`src/rtl/mmrc_pkg.sv`:
```
// ----------------------------------------------------------------------------
// mmrc_pkg
// Shared types, constants and helpers of the multi-mask RGB convolution core.
// ----------------------------------------------------------------------------
package mmrc_pkg;

  // pixel and coefficient geometry
  localparam int PIX_W       = 8;
  localparam int CHANNELS    = 3;
  localparam int RGB_W       = PIX_W * CHANNELS;
  localparam int KERNEL_SIZE = 3;
  localparam int TAPS        = KERNEL_SIZE * KERNEL_SIZE;
  localparam int COEF_W      = 6;
  localparam int MASK_W      = COEF_W * TAPS;
  localparam int PIX_MAX     = 255;

  // arithmetic widths
  localparam int PROD_W  = PIX_W + 1 + COEF_W;   // unsigned pixel x signed coef
  localparam int PART_W  = PROD_W + 3;           // sum of nine products
  localparam int RESP_W  = PART_W - 1;           // clamped at zero
  localparam int TOTAL_W = RESP_W + 2;           // sum of up to four responses

  // parameter defaults
  localparam int DEF_MAX_WIDTH = 2048;
  localparam int DEF_MAX_MASKS = 4;

  // configuration port
  localparam int CFG_IDX_W  = 3;
  localparam int CFG_DATA_W = MASK_W;
  localparam int MCNT_W     = 3;
  localparam int GEO_W      = 12;

  localparam logic [MCNT_W-1:0] RST_MASK_COUNT = MCNT_W'(1);
  localparam logic [GEO_W-1:0]  RST_WIDTH      = GEO_W'(640);
  localparam logic [GEO_W-1:0]  RST_HEIGHT     = GEO_W'(480);

  typedef enum logic [CFG_IDX_W-1:0] {
    REG_MASK_COUNT   = 3'd0,
    REG_IMAGE_WIDTH  = 3'd1,
    REG_IMAGE_HEIGHT = 3'd2,
    REG_MASK_ZERO    = 3'd3,
    REG_MASK_ONE     = 3'd4,
    REG_MASK_TWO     = 3'd5,
    REG_MASK_THREE   = 3'd6
  } cfg_reg_e;

  // result queue
  localparam int RES_Q_DEPTH = 8;
  localparam int QCNT_W      = $clog2(RES_Q_DEPTH + 1);
  localparam int QRES_W      = QCNT_W + 1;

  // channel 0 is chan_a
  typedef logic [CHANNELS-1:0][PIX_W-1:0] rgb_t;
  // [row][col], row 0 oldest, col 0 leftmost
  typedef rgb_t [KERNEL_SIZE-1:0][KERNEL_SIZE-1:0] win_t;

  // results one pixel causes
  typedef struct packed {
    logic a_vld;   // first result present
    logic a_filt;  // first result is filtered (else left border zero)
    logic b_vld;   // right border result present
    logic b_fe;    // right border closes the frame
  } ctl_t;

  typedef struct packed {
    rgb_t pix;
    logic row_end;
    logic frame_end;
  } res_t;

  typedef struct packed {
    logic a_vld;
    res_t a;
    logic b_vld;
    res_t b;
  } push_t;

  function automatic logic signed [COEF_W-1:0] coef(input logic [MASK_W-1:0] mask,
                                                    input int k);
    return $signed(mask[COEF_W*k +: COEF_W]);
  endfunction

  function automatic logic [1:0] nres(input ctl_t c);
    return {1'b0, c.a_vld} + {1'b0, c.b_vld};
  endfunction

endpackage

```
`src/rtl/mmrc_fifo.sv`:
```
// ----------------------------------------------------------------------------
// mmrc_fifo
// Result queue: up to two pushes and one pop per cycle.
// ----------------------------------------------------------------------------
module mmrc_fifo (
  input  logic                        clk,
  input  logic                        rst_n,
  input  mmrc_pkg::push_t             push,
  input  logic                        pop,
  output logic                        valid,
  output mmrc_pkg::res_t              head,
  output logic [mmrc_pkg::QCNT_W-1:0] count
);
  import mmrc_pkg::*;

  localparam int AW = $clog2(RES_Q_DEPTH);

  res_t              q_r [RES_Q_DEPTH];
  logic [AW-1:0]     wr_r, rd_r, wr_b;
  logic [QCNT_W-1:0] cnt_r;
  logic [QRES_W-1:0] cnt_sum;

  assign wr_b    = push.a_vld ? wr_r + AW'(1) : wr_r;
  assign cnt_sum = QRES_W'(cnt_r) + QRES_W'(push.a_vld) + QRES_W'(push.b_vld);

  always_ff @(posedge clk) begin
    if (push.a_vld) begin
      q_r[wr_r] <= push.a;
    end
    if (push.b_vld) begin
      q_r[wr_b] <= push.b;
    end
  end

  always_ff @(posedge clk) begin
    if (!rst_n) begin
      wr_r  <= '0;
      rd_r  <= '0;
      cnt_r <= '0;
    end else begin
      wr_r  <= wr_r + AW'(push.a_vld) + AW'(push.b_vld);
      rd_r  <= rd_r + AW'(pop);
      cnt_r <= QCNT_W'(cnt_sum - QRES_W'(pop));
    end
  end

  assign valid = cnt_r != '0;
  assign head  = q_r[rd_r];
  assign count = cnt_r;

  a_no_overflow: assert property (@(posedge clk) disable iff (!rst_n)
    cnt_sum - QRES_W'(pop) <= QRES_W'(RES_Q_DEPTH))
    else $error("result queue overflow");

  a_no_underflow: assert property (@(posedge clk) disable iff (!rst_n)
    pop |-> cnt_r != '0)
    else $error("result queue popped while empty");

endmodule

```
`config.mk`:
```
export PLATFORM = sky130hd
export DESIGN_NAME = mmrc_fifo
export DESIGN_NICKNAME = d
export VERILOG_FILES = /design/src/rtl/mmrc_pkg.sv /design/src/rtl/mmrc_fifo.sv
export SDC_FILE = /design/constraint.sdc
export NUM_CORES = 1
export LEC_CHECK = 0
export ABC_AREA = 1
export BUFFER_PORTS_ARGS = -buffer_cell sky130_fd_sc_hd__buf_2
export CAP_MARGIN = 20
export CORE_MARGIN = 5
export CORE_UTILIZATION = 58
export CTS_BUF_LIST = sky130_fd_sc_hd__clkbuf_8
export DETAILED_ROUTE_END_ITERATION = 12
export PLACE_DENSITY = 0.77
export SLEW_MARGIN = 0
export SYNTH_ARGS = -nofsm -noshare
export SYNTH_HDL_FRONTEND = slang
export SYNTH_SLANG_ARGS = --single-unit
```
`constraint.sdc`:
```
create_clock -name clk -period 4.2 [get_ports clk]
set_clock_uncertainty 0.2 [all_clocks]
set_input_delay 1.26 -clock clk [delete_from_list [all_inputs] [get_ports clk]]
set_output_delay 1.26 -clock clk [all_outputs]
set_load 0.005 [all_outputs]
```
Yosys cells after proc, flatten, opt, wreduce, memory -nomap -nowiden
Memory sizes are Yosys's and may differ from the RTL's. A register that Yosys moved wholly into a read port is not among the register bits.
Index checks and enable logic that the tools add are counted.
- bits in registers: 10
- memory bits (writable): 208
- word-level logic and storage cells: 18
- memories: 1
- memory list (name ; words ; bits a word ; rd ports ; clocked after Yosys merged registers in ; wr ports ; RTL line ; text):
    q_r ; 8 ; 26 ; 1 ; 1 ; 2 ; mmrc_fifo.sv:18 ; res_t q_r [RES_Q_DEPTH];
- add/sub/neg operators: 7
- multiplexer cells: 6
- reductions and logical operators: 1
- operator list (cell ; count):
    $add 3x1->3 ; 3
    $add 4x1->4 ; 2
    $mux 3 ; 2
    $mux 1 ; 4
    $reduce_bool 4->1 ; 1
    $sub 4x1->4 ; 1
    $add 3x1->3 const B ; 1

Longest topological paths before layout
- depth after elaboration: 3
- mapped depth: 10

Least setup slack after synthesis
OpenSTA, ideal clock, no wires.
- kind: input to register
- start point: in push[53] in the netlist's numbering
- end point: mem q_r[2][0] in the netlist's numbering, enable pin
- arrival: 3.272 ns
- data required time: 3.581 ns
- path slack: 0.310 ns
- stages: 7
- cell sequence: inv_2 nand2_1 nand2_1 nand2_2 buf_6 clkbuf_1 o22ai_1
- RTL lines (element ; RTL line ; text):
    start: declaration ; mmrc_fifo.sv:8 ; input mmrc_pkg::push_t push,
    end: declaration ; mmrc_fifo.sv:18 ;

==> results.sh <==
export IMPL_grt_pass1_wl_microns=55300
export IMPL_ys_seq_elements=218
export IMPL_required_ps=2740
export IMPL_tightest_slew_ps=1040
export IMPL_design_core_area_sq_mm=0.0210
export IMPL_cts_sinks=218
export IMPL_synthesis_area_sq_mm=0.0124
export IMPL_n_antenna_cell=0
export IMPL_vdd_drop_max_v=0.000232
export IMPL_wl_microns=36000
export IMPL_finalNetCount=1633
export IMPL_synth_most_common_cell="nand2_1"
export IMPL_die_y_microns=156
export IMPL_crit_top_cell="nand2_1"
export IMPL_clk_latency_ps=530
export IMPL_fmax_mhz=263
export IMPL_io_buffers=87
export IMPL_ioPinCount=88
export IMPL_synth_area_leaders="edfxtp_1 (50%), nand2_1 (20%), o21bai_1 (6.3%), nand3_1 (4.3%), nor2_1 (4.2%)"
export IMPL_synth_edff_count=208
export IMPL_postCtsHoldBufs=0
export IMPL_dp_cells=1799
export IMPL_drv_cap=0
export IMPL_groute_usage_overall=0.292
export IMPL_fin_cells=1858
export IMPL_slew_violations=0
export IMPL_period_share=0.905
export IMPL_via_per_inst=5.83
export IMPL_clock_path_buffers=3
export IMPL_rsz0062_at_grt="false"
export IMPL_p_leak_uw=0.00592
export IMPL_pwr_density_cell_mw_per_mm2=423
export IMPL_cts_root_buf="clkbuf_8"
export IMPL_final_antenna_net_count=0
export IMPL_grt_start_max_net_pins=89
export IMPL_firstDrtPassIters=6
export IMPL_worst_setup_path_start_kind="flop"
export IMPL_path_class="reg2out"
export IMPL_worstPathArrival_ps=2340
export IMPL_utilization=0.645
export IMPL_synth_area_leader_cell="edfxtp_1"
export IMPL_cts_buffers=38
export IMPL_die_width_microns=156
export IMPL_ys_seq_area_frac=0.521
export IMPL_yosysWarningCount=0
export IMPL_hold_viol=0
export IMPL_crit_chain="inv_2, buf_12, nand2_1, nand2_1, nand2_1, o21ai_0, nand2_1, nand2_1, buf_2"
export IMPL_synth_net_count=1598
export IMPL_antenna_found_initial=1
export IMPL_syn_area_per_cell_sq_um=8.09
export IMPL_die_area_sq_mm=0.0244
export IMPL_min_period_ps=3800
export IMPL_max_stage_delay_ps=420
export IMPL_yosys_top_cells_count="nand2_1 (649), edfxtp_1 (208), nor2_1 (140)"
export IMPL_crit_path_max_fanout=43
export IMPL_vias=10800
export IMPL_yosysTopAreaCellShare=0.505
export IMPL_gr_total_overflow=0
export IMPL_postCtsSetupBuffers=0
export IMPL_h_tree_depth=2
export IMPL_ys_flop_type="edfxtp_1"
export IMPL_drive_gt1_frac=0.121
export IMPL_final_setup_viol_count=0
export IMPL_min_path_type="reg2reg"
export IMPL_clkTransAtPathRegs_ps=50
export IMPL_wire_per_inst_microns=19.4
export IMPL_area_delta_synth_final_pct=9.57
export IMPL_grt_pass1_vias=10400
export IMPL_slew_headroom=0.310
export IMPL_drc=0
export IMPL_cpMaxStageDelayCell="dfxtp_4"
export IMPL_status="finished, final reports clean"
export IMPL_start_util=0.589
export IMPL_rows=53
export IMPL_synthArstFlopShare=0
export IMPL_syn_inst=1530
export IMPL_dp_hpwl_microns=20900
export IMPL_first_iter_violations=1293
export IMPL_cts_resized=0
export IMPL_place_gp_congestion=0.811
export IMPL_cts_tree="built"
export IMPL_worst_setup_path_end_kind="output pin"
export IMPL_setup_tns_ps=0
export IMPL_yosysUniqueCellTypes=26
==> layer usage <==
metal | global-route usage | share of wire
met1 | 0.366 | 0.38
met2 | 0.510 | 0.49
met3 | 0.0447 | 0.098
met4 | 0.113 | 0.034
met5 | 0 | 0.00025
==> where the power goes <==
part           switching, uW  internal, uW  total [uW]
Clock                    828           845        1670
Combinational            970           403        1370
Sequential              61.6          2630        2700
==> placed cells by master, fill, tap and decap left out, drive strengths merged <==
cell        n
clkinv      6
clkbuf     39
xnor2       2
fa          3
buf       120
edfxtp    208
inv        60
nand2     656
nand3     107
xor2        1
ha          8
nor2      146
dfxtp      10
o21bai    104
o21ai     108
clkinvlp    1
o22ai       4
==> layout make-up <==
class | instances | area, sq um
fillers | 1812 | 7460
flip-flops and latches | 218 | 6450
multi-input cells | 1139 | 5200
repair buffers | 120 | 766
clock buffers | 39 | 537
well taps | 275 | 344
inverters | 48 | 180
clock inverters | 19 | 76.3
==> critical path, delay by kind of cell, from the launching register on <==
kind / cells / cell delay, ps
AO/OA/AOI/OAI: 1 / 90
AND/OR/NAND/NOR: 5 / 450
flip-flops: 1 / 420
buffers and inverters: 3 / 810
==> flip-flops by register name, summed over array words and instances (netlist names) <==
register  cells
rd_r          3
wr_r          3
count         4
q_r         208
==> metrics by stage <==
stage	worst slack [ps]	power, uW	hold WS (ps)	instance area (sq um)
6_report	400	5740	377	13600
3_3_place_gp	621	4040	369	12900
3_5_place_dp	603	4090	373	12900
4_1_cts	415	5730	382	13500
5_1_grt	251	5990	428	13600
2_1_floorplan	310	3620	321	12400
==> cells by family after synthesis <==
family,synth area share
AND/OR/NAND/NOR,0.293
flip-flops,0.521
AO/OA/AOI/OAI,0.109
buffers and inverters,0.0622
adder cells (fa/ha/maj),0.0129
XOR/XNOR,0.00212
==> path summary, 6_finish.rpt <==
kind / from / endpoint / slack, ps / cells past startpoint
min: wr_r[2] / wr_r[2] / 380 / 2
min reg2reg: wr_r[2] / wr_r[2] / 380 / 2
max reg2reg: wr_r[1] / q_r[0][2] / 1690 / 8
max: rd_r[0] / head[0] / 400 / 9
No activity file was read; power rests on OpenSTA's default activity.
